**src/sv/sqm_pkg.sv**
```systemverilog
`timescale 1ns / 1ps
`default_nettype none

package sqm_pkg;

   localparam int MAX_BITS = 12;
   localparam int SYM_W    = 12;
   localparam int BPS_W    = 4;
   localparam int SCALE_W  = 16;
   localparam int OUT_W    = 23;
   localparam int HALF_W   = MAX_BITS / 2;
   localparam int SHIFT_W  = BPS_W - 1;
   localparam int LVL_W    = HALF_W + 1;
   localparam int AMP_W    = HALF_W + 2;
   localparam int PROD_W   = AMP_W + SCALE_W + 1;
   localparam int CSR_W    = 16;
   localparam int IDX_W    = 1;

   localparam logic [IDX_W-1:0]   REG_BPS   = 1'b0;
   localparam logic [IDX_W-1:0]   REG_SCALE = 1'b1;

   localparam logic [BPS_W-1:0]   BPS_RESET   = 4'd2;
   localparam logic [SCALE_W-1:0] SCALE_RESET = 16'd46341;

   typedef struct packed {
      logic signed [AMP_W-1:0] i_amp;
      logic signed [AMP_W-1:0] q_amp;
   } amp_pair_type;

   // Each bit becomes the xor of itself and every bit above it. Bits above
   // the live width are zero, so they do not disturb the prefix.
   function automatic logic [HALF_W-1:0] gray_decode(input logic [HALF_W-1:0] g);
      logic [HALF_W-1:0] r;
      logic              acc;
      acc = 1'b0;
      r   = '0;
      for (int k = HALF_W - 1; k >= 0; k--) begin
         acc  = acc ^ g[k];
         r[k] = acc;
      end
      return r;
   endfunction

endpackage

`default_nettype wire

```
**src/sv/sqm_level_map.sv**
```systemverilog
`timescale 1ns / 1ps
`default_nettype none

module sqm_level_map (
   input  wire logic [sqm_pkg::SYM_W-1:0] symbol,
   input  wire logic [sqm_pkg::BPS_W-1:0] bits_per_symbol,
   output sqm_pkg::amp_pair_type          amp
);

   logic [sqm_pkg::SHIFT_W-1:0] half;
   logic [sqm_pkg::SYM_W-1:0]   sym_mask;
   logic [sqm_pkg::SYM_W-1:0]   b;
   logic [sqm_pkg::SYM_W-1:0]   g;
   logic [sqm_pkg::HALF_W-1:0]  half_mask;
   logic [sqm_pkg::HALF_W-1:0]  g_hi;
   logic [sqm_pkg::HALF_W-1:0]  g_lo;
   logic [sqm_pkg::HALF_W-1:0]  idx_i;
   logic [sqm_pkg::HALF_W-1:0]  idx_q;
   logic [sqm_pkg::LVL_W-1:0]   levels;

   assign half      = bits_per_symbol[sqm_pkg::BPS_W-1:1];
   assign sym_mask  = ~({sqm_pkg::SYM_W{1'b1}} << bits_per_symbol);
   assign b         = symbol & sym_mask;
   assign g         = b ^ (b >> 1);
   assign half_mask = ~({sqm_pkg::HALF_W{1'b1}} << half);
   assign g_hi      = sqm_pkg::HALF_W'(g >> half) & half_mask;
   assign g_lo      = sqm_pkg::HALF_W'(g) & half_mask;
   assign idx_i     = sqm_pkg::gray_decode(g_hi);
   assign idx_q     = sqm_pkg::gray_decode(g_lo);
   assign levels    = sqm_pkg::LVL_W'(1) << half;

   // Amplitude 2*idx - L + 1, kept in AMP_W bits; the value always fits.
   assign amp.i_amp = $signed({1'b0, idx_i, 1'b0}) - $signed({1'b0, levels})
                      + $signed(sqm_pkg::AMP_W'(1));
   assign amp.q_amp = $signed({1'b0, idx_q, 1'b0}) - $signed({1'b0, levels})
                      + $signed(sqm_pkg::AMP_W'(1));

endmodule

`default_nettype wire

```
**src/sv/square_qam_symbol_mapper.sv**
```systemverilog
// Channel   Direction  Handshake             Payload
// req       in         req_valid/req_ready   req_symbol_bits[11:0]
// rsp       out        rsp_valid/rsp_ready   rsp_in_phase[22:0], rsp_quadrature[22:0]
// csr       in         csr_we (no wait)      csr_index[0:0], csr_wdata[15:0]
//
// One request per cycle is accepted while rsp is not stalled; each result passes
// from its request through the input register and then the result register.
// The stage between them holds the Gray mapping and two 8 x 17 bit multiplies.
// Reset is synchronous and empties both stages and restores the registers.
// A stall on rsp holds the result register; req_ready drops only when both
// stages are full and rsp_ready is low.
`timescale 1ns / 1ps
`default_nettype none

module square_qam_symbol_mapper (
   input  wire logic                              clock,
   input  wire logic                              reset,
   input  wire logic                              req_valid,
   output logic                                   req_ready,
   input  wire logic [sqm_pkg::SYM_W-1:0]         req_symbol_bits,
   output logic                                   rsp_valid,
   input  wire logic                              rsp_ready,
   output logic signed [sqm_pkg::OUT_W-1:0]       rsp_in_phase,
   output logic signed [sqm_pkg::OUT_W-1:0]       rsp_quadrature,
   input  wire logic                              csr_we,
   input  wire logic [sqm_pkg::IDX_W-1:0]         csr_index,
   input  wire logic [sqm_pkg::CSR_W-1:0]         csr_wdata
);

   logic [sqm_pkg::BPS_W-1:0]        bps_ff, bps_in;
   logic [sqm_pkg::SCALE_W-1:0]      scale_ff, scale_in;
   logic                             s1_vld_ff, s1_vld_in;
   logic [sqm_pkg::SYM_W-1:0]        sym_ff;
   logic                             out_vld_ff, out_vld_in;
   logic signed [sqm_pkg::OUT_W-1:0] i_ff, q_ff;

   logic                             req_take;
   logic                             s1_adv;
   logic [sqm_pkg::BPS_W-1:0]        bps_wr;
   sqm_pkg::amp_pair_type            amp;
   logic signed [sqm_pkg::PROD_W-1:0] i_prod, q_prod;

   assign s1_adv    = s1_vld_ff && (!out_vld_ff || rsp_ready);
   assign req_ready = !s1_vld_ff || s1_adv;
   assign req_take  = req_valid && req_ready;

   // Only even widths from two up to the maximum are taken.
   assign bps_wr = csr_wdata[sqm_pkg::BPS_W-1:0];

   always_comb begin
      bps_in   = bps_ff;
      scale_in = scale_ff;
      if (csr_we) begin
         unique case (csr_index)
            sqm_pkg::REG_BPS: begin
               if (!bps_wr[0] && bps_wr >= sqm_pkg::BPS_W'(2)
                   && bps_wr <= sqm_pkg::BPS_W'(sqm_pkg::MAX_BITS)) begin
                  bps_in = bps_wr;
               end
            end
            sqm_pkg::REG_SCALE: begin
               scale_in = csr_wdata[sqm_pkg::SCALE_W-1:0];
            end
            default: begin
            end
         endcase
      end
   end

   always_comb begin
      s1_vld_in = s1_vld_ff;
      if (req_take) begin
         s1_vld_in = 1'b1;
      end else if (s1_adv) begin
         s1_vld_in = 1'b0;
      end
      out_vld_in = out_vld_ff;
      if (s1_adv) begin
         out_vld_in = 1'b1;
      end else if (rsp_ready) begin
         out_vld_in = 1'b0;
      end
   end

   sqm_level_map u_level_map (
      .symbol          (sym_ff),
      .bits_per_symbol (bps_ff),
      .amp             (amp)
   );

   assign i_prod = amp.i_amp * $signed({1'b0, scale_ff});
   assign q_prod = amp.q_amp * $signed({1'b0, scale_ff});

   always_ff @(posedge clock) begin
      if (reset) begin
         bps_ff     <= sqm_pkg::BPS_RESET;
         scale_ff   <= sqm_pkg::SCALE_RESET;
         s1_vld_ff  <= 1'b0;
         out_vld_ff <= 1'b0;
      end else begin
         bps_ff     <= bps_in;
         scale_ff   <= scale_in;
         s1_vld_ff  <= s1_vld_in;
         out_vld_ff <= out_vld_in;
      end
   end

   always_ff @(posedge clock) begin
      if (req_take) begin
         sym_ff <= req_symbol_bits;
      end
      if (s1_adv) begin
         i_ff <= i_prod[sqm_pkg::OUT_W-1:0];
         q_ff <= q_prod[sqm_pkg::OUT_W-1:0];
      end
   end

   assign rsp_valid      = out_vld_ff;
   assign rsp_in_phase   = i_ff;
   assign rsp_quadrature = q_ff;

endmodule

`default_nettype wire

```
**config.mk**
```make
export PLATFORM = sky130hd
export DESIGN_NAME = square_qam_symbol_mapper
export DESIGN_NICKNAME = d
export VERILOG_FILES = /design/src/sv/sqm_pkg.sv /design/src/sv/sqm_level_map.sv /design/src/sv/square_qam_symbol_mapper.sv
export SDC_FILE = /design/constraint.sdc
export NUM_CORES = 1
export LEC_CHECK = 0
export ABC_CLOCK_PERIOD_IN_PS = 20200
export BUFFER_PORTS_ARGS = -buffer_cell sky130_fd_sc_hd__buf_2
export CAP_MARGIN = 20
export CORE_MARGIN = 2
export CORE_UTILIZATION = 40
export CTS_BUF_LIST = sky130_fd_sc_hd__clkbuf_4 sky130_fd_sc_hd__clkbuf_8 sky130_fd_sc_hd__clkbuf_16
export CTS_CLUSTER_SIZE = 20
export DETAILED_ROUTE_END_ITERATION = 8
export GPL_TIMING_DRIVEN = 0
export PLACE_DENSITY_LB_ADDON = 0.2
export SYNTH_ARGS = -nofsm -noshare
export SYNTH_HDL_FRONTEND = slang
export SYNTH_SLANG_ARGS = --single-unit
export TNS_END_PERCENT = 10
```
**constraint.sdc**
```tcl
create_clock -name clock -period 20.2 [get_ports clock]
set_input_delay 4.04 -clock clock [delete_from_list [all_inputs] [get_ports clock]]
set_output_delay 4.04 -clock clock [all_outputs]
set_load 0.02 [all_outputs]
```
======== Word level (Yosys, flattened, before mapping) ========
Index checks and enable logic that the tools add are counted.
W data, S select, Z words.
storage, ports and cells
  RAM bits ................................ 0
  output and inout bits ................... 48
  ROM bits ................................ 0
  bits in latches ......................... 0
  input port bits ......................... 34
  memories kept ........................... 0
  bits in registers ....................... 80
cells by class
  shift operators ......................... 4
  equal/unequal tests ..................... 0
  $add $sub $neg .......................... 4
  muxes and demuxes ....................... 4
  $mul .................................... 2
  magnitude comparators ................... 2
  bitwise gates (word level) .............. 17
  reduce and logical (&&, ||, !) cells .... 13
  divide/modulo/power cells ............... 0
operators with widths
  operator                 count
  $mul A8 B17 Y23          2
  $add A8 B2 Y8 const B    2
  $sub A7 B7 Y8            2
  $and A12 B12 Y12         1
  $and A6 B6 Y6            2
  $not A12 Y12             1
  $shl A12 B4 Y12 const A  1
  $shr A12 B3 Y6           1
  $xor A12 B11 Y12         1
  $xor A1 B1 Y1            10
  $shl A1 B3 Y7 const A    1
  $not A6 Y6               1
  $shl A6 B3 Y6 const A    1
  $ge A4 B2 Y1 const B     1
  $le A4 B4 Y1 const B     1
  $logic_and A1 B1 Y1      4
  $mux W1                  4
  $reduce_bool A2 Y1       2
  $logic_not A1 Y1         3
  $reduce_and A3 Y1        1
  $logic_or A1 B1 Y1       2
  $reduce_and A2 Y1        1
  $not A1 Y1               1

======== Longest topological paths before layout ========
Gate-level depths: netlist of the first run.
  word-level depth ........................ 14
  gate-level depth with buffers ........... 36

======== Modules after synthesis ========
A second synthesis of the first run with hierarchy kept.
unflattened totals
  cells, all modules ...................... 1341
  area total of the unflattened synthesis .. 12390.6 um^2
by module, submodules not included
  module                    seq. area each (um^2)  area an instance (um^2)  cells an instance  instances
  square_qam_symbol_mapper  2182.1                 11168.2                  1182               1
  sqm_level_map             0.0                    1222.4                   159                1

======== Worst setup path after synthesis of the first run ========
Ideal clock, no wire load.
  path type ............................... input-to-output
  start ................................... in rsp_ready
  end ..................................... out req_ready
  setup slack ............................. 11.750 ns
  cell stages on the path ................. 2
  data arrival time ....................... 4.410 ns
  cell sequence ........................... nor2b_1 -> nand2_1
between the ends
  word-level cells in the longest chain between the ends .. 3
RTL lines
  element              RTL line                        source
  start, declared      square_qam_symbol_mapper.sv:22  input wire logic rsp_ready,
  $logic_or A1 B1 Y1   square_qam_symbol_mapper.sv:43  assign s1_adv = s1_vld_ff && (!out_vld_ff || rsp_ready);
  $logic_and A1 B1 Y1  square_qam_symbol_mapper.sv:43
  $logic_or A1 B1 Y1   square_qam_symbol_mapper.sv:44  assign req_ready = !s1_vld_ff || s1_adv;
  end, declared        square_qam_symbol_mapper.sv:19  output logic req_ready,
No other way between the ends.

======== Worst setup path after layout of the first run ========
  start ................................... reg sym_ff[5] (netlist name)
  end ..................................... reg q_ff (netlist bit rsp_quadrature[22]), data pin
between the ends
  word-level cells in the longest chain between the ends .. 11
RTL lines
  element                     RTL line                         source
  start, declared             square_qam_symbol_mapper.sv:33   logic [sqm_pkg::SYM_W-1:0] sym_ff;
  start signal, assigned      square_qam_symbol_mapper.sv:110  sym_ff <= req_symbol_bits;
  $and A12 B12 Y12 *          sqm_level_map.sv:23              assign b = symbol & sym_mask;
  $xor A12 B11 Y12 *          sqm_level_map.sv:24              assign g = b ^ (b >> 1);
  $and A6 B6 Y6 *             sqm_level_map.sv:27              assign g_lo = sqm_pkg::HALF_W'(g) & half_mask;
  $xor A1 B1 Y1 (5 in a row)  sqm_pkg.sv:38                    acc = acc ^ g[k];
  $sub A7 B7 Y8 *             sqm_level_map.sv:35              assign amp.q_amp = $signed({1'b0, idx_q, 1'b0}) - $signed({1'b0, levels})
  $add A8 B2 Y8 *             sqm_level_map.sv:36              + $signed(sqm_pkg::AMP_W'(1));
  $mul A8 B17 Y23 *           square_qam_symbol_mapper.sv:92   assign q_prod = amp.q_amp * $signed({1'b0, scale_ff});
  named net q_prod, one bit   square_qam_symbol_mapper.sv:41   logic signed [sqm_pkg::PROD_W-1:0] i_prod, q_prod;
  end signal, assigned        square_qam_symbol_mapper.sv:114  q_ff <= q_prod[sqm_pkg::OUT_W-1:0];
  end, declared               square_qam_symbol_mapper.sv:35   logic signed [sqm_pkg::OUT_W-1:0] i_ff, q_ff;
Mark *: on every way through the listed nets, which the timed path passes. The rest lies on a longest branch.
A chain may end at the register's enable or synchronous reset.

==> impl_metrics.json, run 1 <==
{
  "cts_root_buf": "clkbuf_16",
  "slew_viol_final": 0,
  "finalCritPeriodShare_pct": 45.6,
  "drive_above_1_share_pct": 8.95,
  "cts_made_buffers": 9,
  "yosysTopAreaCell": "fa_1",
  "synth.distinct_cells": 52,
  "std_cell_rows": 62,
  "die_width_um": 175,
  "cts_hold_buffers": 0,
  "tns_ns": 0,
  "hold_viol": 0,
  "cp_top_family": "adder cells",
  "h-tree-depth": 3,
  "wl_per_cell_um": 14.8,
  "synthTopCellsByCount": "inv_1 (254), fa_1 (172), ha_1 (126)",
  "synthCells": 1253,
  "finalClockSkew_ns": 0.0123,
  "maxCapViolCount": 0,
  "syn-num-nets": 1585,
  "holdCritStartpoint": "s1_vld_ff$_SDFFE_PP0P_",
  "path_max_fanout": 10,
  "io_buffers": 81,
  "ff2ff_path_depth": 34,
  "crit_slowest_cell": "o41ai_1",
  "final-setup-viol-count": 0,
  "syn_to_final_growth_pct": 10.6,
  "initial_core_util_pct": 40.8,
  "avgViaCountPerCell": 4.90,
  "hold_end": "rsp_valid$_SDFFE_PP0P_",
  "critPathKind": "flip-flop to flip-flop",
  "coreArea_sq_um": 28800,
  "worst_pin_slew_ns": 0.850,
  "ys.warnings.count": 0,
  "io_pins": 82,
  "multi_input_area_sq_um": 8460,
  "yosysSeqAreaShare_pct": 18.3,
  "cp-end-kind": "flip-flop",
  "r2r_end": "rsp_quadrature[22]$_DFFE_PP_",
  "gp_congestion": 0.877,
  "ys_ff_latch": 79,
  "drt-total-wl_um": 25700,
  "critPathBufInv": 5,
  "ant_nets": 0,
  "synth.area.top_cells": "fa_1 (29%), edfxtp_1 (15%), ha_1 (13%)",
  "rsz0062_at_grt": "no",
  "synth.most_common_cell": "inv_1",
  "r2r_start": "sym_ff[5]$_DFFE_PP_",
  "grt-ovfl-total": 0,
  "cp.arrival_ns": 9.32,
  "post-cts-setup-buffers": 0,
  "slew-limit-headroom_pct": 42.9,
  "async_reset_ff_share_pct": 0,
  "status": "finished clean",
  "grt_usage_pct": 17.8,
  "max_stage_delay_ns": 0.58,
  "max_freq_ghz": 0.108,
  "clock_latency_ns": 0.36,
  "crit_required_ns": 20.30,
  "cts_tree": "built",
  "synth_top_area_share_pct": 29.4,
  "grt_max_degree": 33,
  "seqCellArea_sq_um": 2150,
  "worstHoldPathType": "flip-flop to flip-flop",
  "ys.flop_type": "edfxtp_1",
  "grt_pass1_wl_um": 42800,
  "dr.first_iter.drc_count": 436,
  "vias": 8505,
  "cts.clk_slew.worst_paths_ns": 0.06,
  "cts_buffer_depth": 2,
  "rrSetupSlack_ns": 10.98,
  "dieHeight_um": 175,
  "antenna_found_initial": 0,
  "holdWs_ns": 0.523,
  "first_pass_iters": 5,
  "n_antenna_cell": 0,
  "hpwl_um": 21300,
  "grt_pass1_vias": 8709,
  "fillers": 2849,
  "clkSinkCount": 79,
  "synth_area_sq_um": 11700,
  "route.detailed.drc": 0,
  "nets": 1679,
  "syn_area_per_cell_sq_um": 9.36,
  "crit_path_start_kind": "flip-flop",
  "die-area_sq_um": 30700,
  "holdPathStages": 2,
  "cts_resized": 0,
  "synth-edff-count": 57,
  "timing.final.crit_period_ns": 9.22
}
-- area by class of cell --
type                            instances  share of cell area, %
Multi-Input combinational cell        876                   65.2
Inverter                              254                   7.35
Clock buffer                           10                   1.79
Timing Repair Buffer                   83                   3.34
Clock inverter                          6                  0.656
Sequential cell                        79                   16.6
Buffer                                 44                   1.33
Tap cell                              384                   3.70
-- state kept, by name (all words and copies together) (netlist names) --
register,count
rsp_in_phase,23
sym_ff,12
rsp_quadrature,22
s1_vld_ff,1
bps_ff,4
scale_ff,16
rsp_valid,1
-- per-layer routing --
metal	global-route usage (%)	share of wire, %	vias to the layer above
met5	0	0	-
met4	3.92	1.3	0
met3	2.44	4.4	18
met2	31.1	50	177
met1	23.3	45	4234
li1	-	-	4076
-- logic make-up (layout without fill, tap and decap cells) --
| logic type | count (synthesis) | after routing | synth area share, % |
|---|---|---|---|
| xor gates and xnor gates | 64 | 64 | 4.84 |
| and+or+nand+nor | 378 | 378 | 16.7 |
| DFF | 79 | 79 | 18.3 |
| AOI/OAI and AO/OA | 132 | 132 | 7.26 |
| adders and majority gates | 298 | 298 | 42.8 |
| muxes | 4 | 4 | 0.448 |
| buffers and inverters | 298 | 397 | 9.60 |
-- cells in the final DEF (no fill, tap or decap), drive strengths merged, types with 12 or more instances in the layout --
cell type / synthesis / final
nand2: 100 / 100
dfxtp: 22 / 22
nor2b: 59 / 59
o21ai: 21 / 21
nor2: 62 / 62
and2: 99 / 99
fa: 172 / 172
buf: 6 / 88
a21oi: 48 / 48
xnor2: 49 / 49
nand2b: 14 / 14
clkbuf: 38 / 49
or2: 12 / 12
xor2: 15 / 15
edfxtp: 57 / 57
inv: 254 / 254
ha: 126 / 126
-- per-stage QoR --
step | instance area, sq um | cells | setup WS [ns] | utilization (%)
6_report | 13000 | 1736 | 10.98 | 45.1
5_1_grt | 13000 | 1736 | 10.44 | 45.1
4_1_cts | 13000 | 1735 | 11.00 | 45.0
3_5_place_dp | 12600 | 1719 | 11.03 | 43.9
3_3_place_gp | 12600 | 1718 | 11.09 | 43.8
2_1_floorplan | 11700 | 1253 | 11.75 | -
-- worst min-delay path: stages (launching register included) --
cell     delay, ns
dfxtp_1       0.33
nor2_1        0.10
nor2_1        0.04
-- worst max path at each step --
stage | cells past startpoint | startpoint | slack, ns | endpoint
global placement | 34 | sym_ff[5]$_DFFE_PP_ | 11.09 | rsp_quadrature[22]$_DFFE_PP_
floorplan | 2 | rsp_ready | 11.75 | req_ready
global route | 34 | sym_ff[5]$_DFFE_PP_ | 10.44 | rsp_quadrature[22]$_DFFE_PP_
CTS | 34 | sym_ff[5]$_DFFE_PP_ | 11.00 | rsp_quadrature[22]$_DFFE_PP_
finish | 34 | sym_ff[5]$_DFFE_PP_ | 10.98 | rsp_quadrature[22]$_DFFE_PP_
detailed placement | 34 | sym_ff[5]$_DFFE_PP_ | 11.03 | rsp_quadrature[22]$_DFFE_PP_
Power of run 1 is left out: the tool's default activity adds up to more than one toggle a clock period on the data nets, which glitch-free logic cannot reach.
==> run 2: changes to the inputs <==
- ABC_CLOCK_PERIOD_IN_PS: 20200 -> 7840
- clock period: 20.2 -> 7.84 ns (I/O delays scaled with it)
==> run 2 against run 1 <==
Hold slack better by 0.0045 ns. First-iteration DRC count decreased by 15%. Core utilization increased by 2.3 points. Register-to-register slack lost 11 ns. Via count rose by 1.5%. Sequential share of layout area down 0.75 points. Critical path type unchanged. Highest routed layer unchanged.
==> impl_metrics.json, run 2 (synthesized netlist as in run 1, its figures left out) <==
{
  "slew-limit-headroom_pct": 54.1,
  "dr.first_iter.drc_count": 370,
  "cts.clk_slew.worst_paths_ns": 0.07,
  "route.detailed.drc": 0,
  "status": "finished clean",
  "max_freq_ghz": 0.130,
  "layout_commonest_cell": "inv_1",
  "largest_reg_flops": 23,
  "first_pass_iters": 5,
  "std_cell_rows": 62,
  "drive_above_1_share_pct": 15.5,
  "seqCellArea_sq_um": 2160,
  "final_cell_mix": "inv_1 (253), fa_1 (170), ha_1 (114)",
  "slew_viol_final": 0,
  "cts_buffer_depth": 2,
  "rsz0062_at_grt": "yes",
  "antenna_found_initial": 0,
  "io_buffers": 81,
  "grt_max_degree": 33,
  "cts_made_buffers": 9,
  "holdCritStartpoint": "s1_vld_ff$_SDFFE_PP0P_",
  "grt-ovfl-total": 0,
  "final-setup-viol-count": 0,
  "maxCapViolCount": 0,
  "syn_to_final_growth_pct": 16.2,
  "timing.final.crit_period_ns": 7.72,
  "gp_congestion": 0.873,
  "cpMostUsedCell": "fa_1",
  "finalCritPeriodShare_pct": 98.5,
  "ff2ff_path_depth": 33,
  "worst_pin_slew_ns": 0.689,
  "cp.arrival_ns": 7.83,
  "grt_pass1_vias": 9015,
  "cts_root_buf": "clkbuf_16",
  "avgViaCountPerCell": 4.91,
  "n_antenna_cell": 0,
  "io_pins": 82,
  "holdPathStages": 2,
  "die-area_sq_um": 30700,
  "wl_per_cell_um": 15.2,
  "multi_input_area_sq_um": 8900,
  "h-tree-depth": 3,
  "dieHeight_um": 175,
  "die_width_um": 175,
  "hpwl_um": 21200,
  "tns_ns": 0,
  "worst_slack_ns": 0.120,
  "initial_core_util_pct": 40.8,
  "coreArea_sq_um": 28800,
  "dp_worst_setup_slack_ns": -0.947,
  "path_max_fanout": 5,
  "grt_usage_pct": 18.2,
  "fillers": 2778,
  "finalClockSkew_ns": 0.0121,
  "critPathKind": "flip-flop to flip-flop",
  "hold_viol": 0,
  "crit_path_start_kind": "flip-flop",
  "ant_nets": 0,
  "vias": 8633,
  "cp-end-kind": "flip-flop",
  "holdWs_ns": 0.527,
  "r2r_end": "rsp_quadrature[20]$_DFFE_PP_",
  "hold_end": "rsp_valid$_SDFFE_PP0P_",
  "cts_tree": "built",
  "max_stage_delay_ns": 0.55,
  "grt_pass1_wl_um": 43900,
  "crit_required_ns": 7.95,
  "worstHoldPathType": "flip-flop to flip-flop",
  "clock_latency_ns": 0.36,
  "rrSetupSlack_ns": 0.12,
  "nets": 1703,
  "drt-total-wl_um": 26700,
  "r2r_start": "bps_ff[3]$_SDFFE_PP0P_",
  "crit_slowest_cell": "fa_1",
  "clkSinkCount": 79
}
## run 2: cell count changes in the layout (fill, tap and decap cells not counted), moves of 7 or more
cell,before,now
a21oi_2,0,9
xnor2_2,0,7
ha_1,126,114
o21ai_0,21,12
a21oi_1,48,37
ha_4,0,8
buf_4,1,27
clkbuf_1,38,29
xnor2_1,49,40
## run 2: worst max-delay path, delay by kind of cell (launching register included)
family,cells,cell delay [ns]
flip-flops,1,0.37
adder cells (fa/ha/maj),8,3.04
AO/OA/AOI/OAI,10,1.71
AND/OR/NAND/NOR,4,0.64
XOR/XNOR,6,0.92
buffers and inverters,4,0.49
multiplexers,1,0.28
## run 2: cell type report
class / instances / share of cell area (%)
clock buffer: 9 / 1.65
sequential: 79 / 15.8
timing repair buffer: 109 / 4.70
multi-input combinational: 876 / 65.3
buffer: 42 / 1.56
tap: 384 / 3.52
inverter: 254 / 6.99
clock inverter: 7 / 0.468
## run 2: repair_timing
action	4_1_cts	5_1_grt
hold buffers	0	0
endpoints found under the setup margin	20	20
buffers inserted	14	12
gates resized for setup	45	63
pin swaps	21	37
## run 2: worst max path at each step
| stage | start | endpoint |
|---|---|---|
| 6_report | bps_ff[3]$_SDFFE_PP0P_ | rsp_quadrature[20]$_DFFE_PP_ |
| 5_1_grt | bps_ff[3]$_SDFFE_PP0P_ | rsp_quadrature[20]$_DFFE_PP_ |
| 4_1_cts | bps_ff[3]$_SDFFE_PP0P_ | rsp_quadrature[21]$_DFFE_PP_ |
| 3_5_place_dp | sym_ff[5]$_DFFE_PP_ | rsp_quadrature[21]$_DFFE_PP_ |
| 3_3_place_gp | bps_ff[3]$_SDFFE_PP0P_ | rsp_quadrature[21]$_DFFE_PP_ |
| 2_1_floorplan | bps_ff[3]$_SDFFE_PP0P_ | rsp_quadrature[22]$_DFFE_PP_ |
## run 2: metal layers
layer  share of wire (%)  vias up  global-route usage (%)
met5                   0        -                       0
met4                 1.8        0                    4.65
met3                 4.1       27                    2.72
met2                  50      166                    32.2
met1                  44     4308                    23.3
li1                    -     4132                       -
## run 2: through the flow
step,area (sq um),instances,util [%]
after floorplan,11700,1253,-
after global placement,12600,1718,43.9
after detailed placement,12700,1719,44.0
after CTS,13300,1748,46.1
after global routing,13600,1760,47.4
final,13600,1760,47.4
Power of run 2 is left out for the same reason.
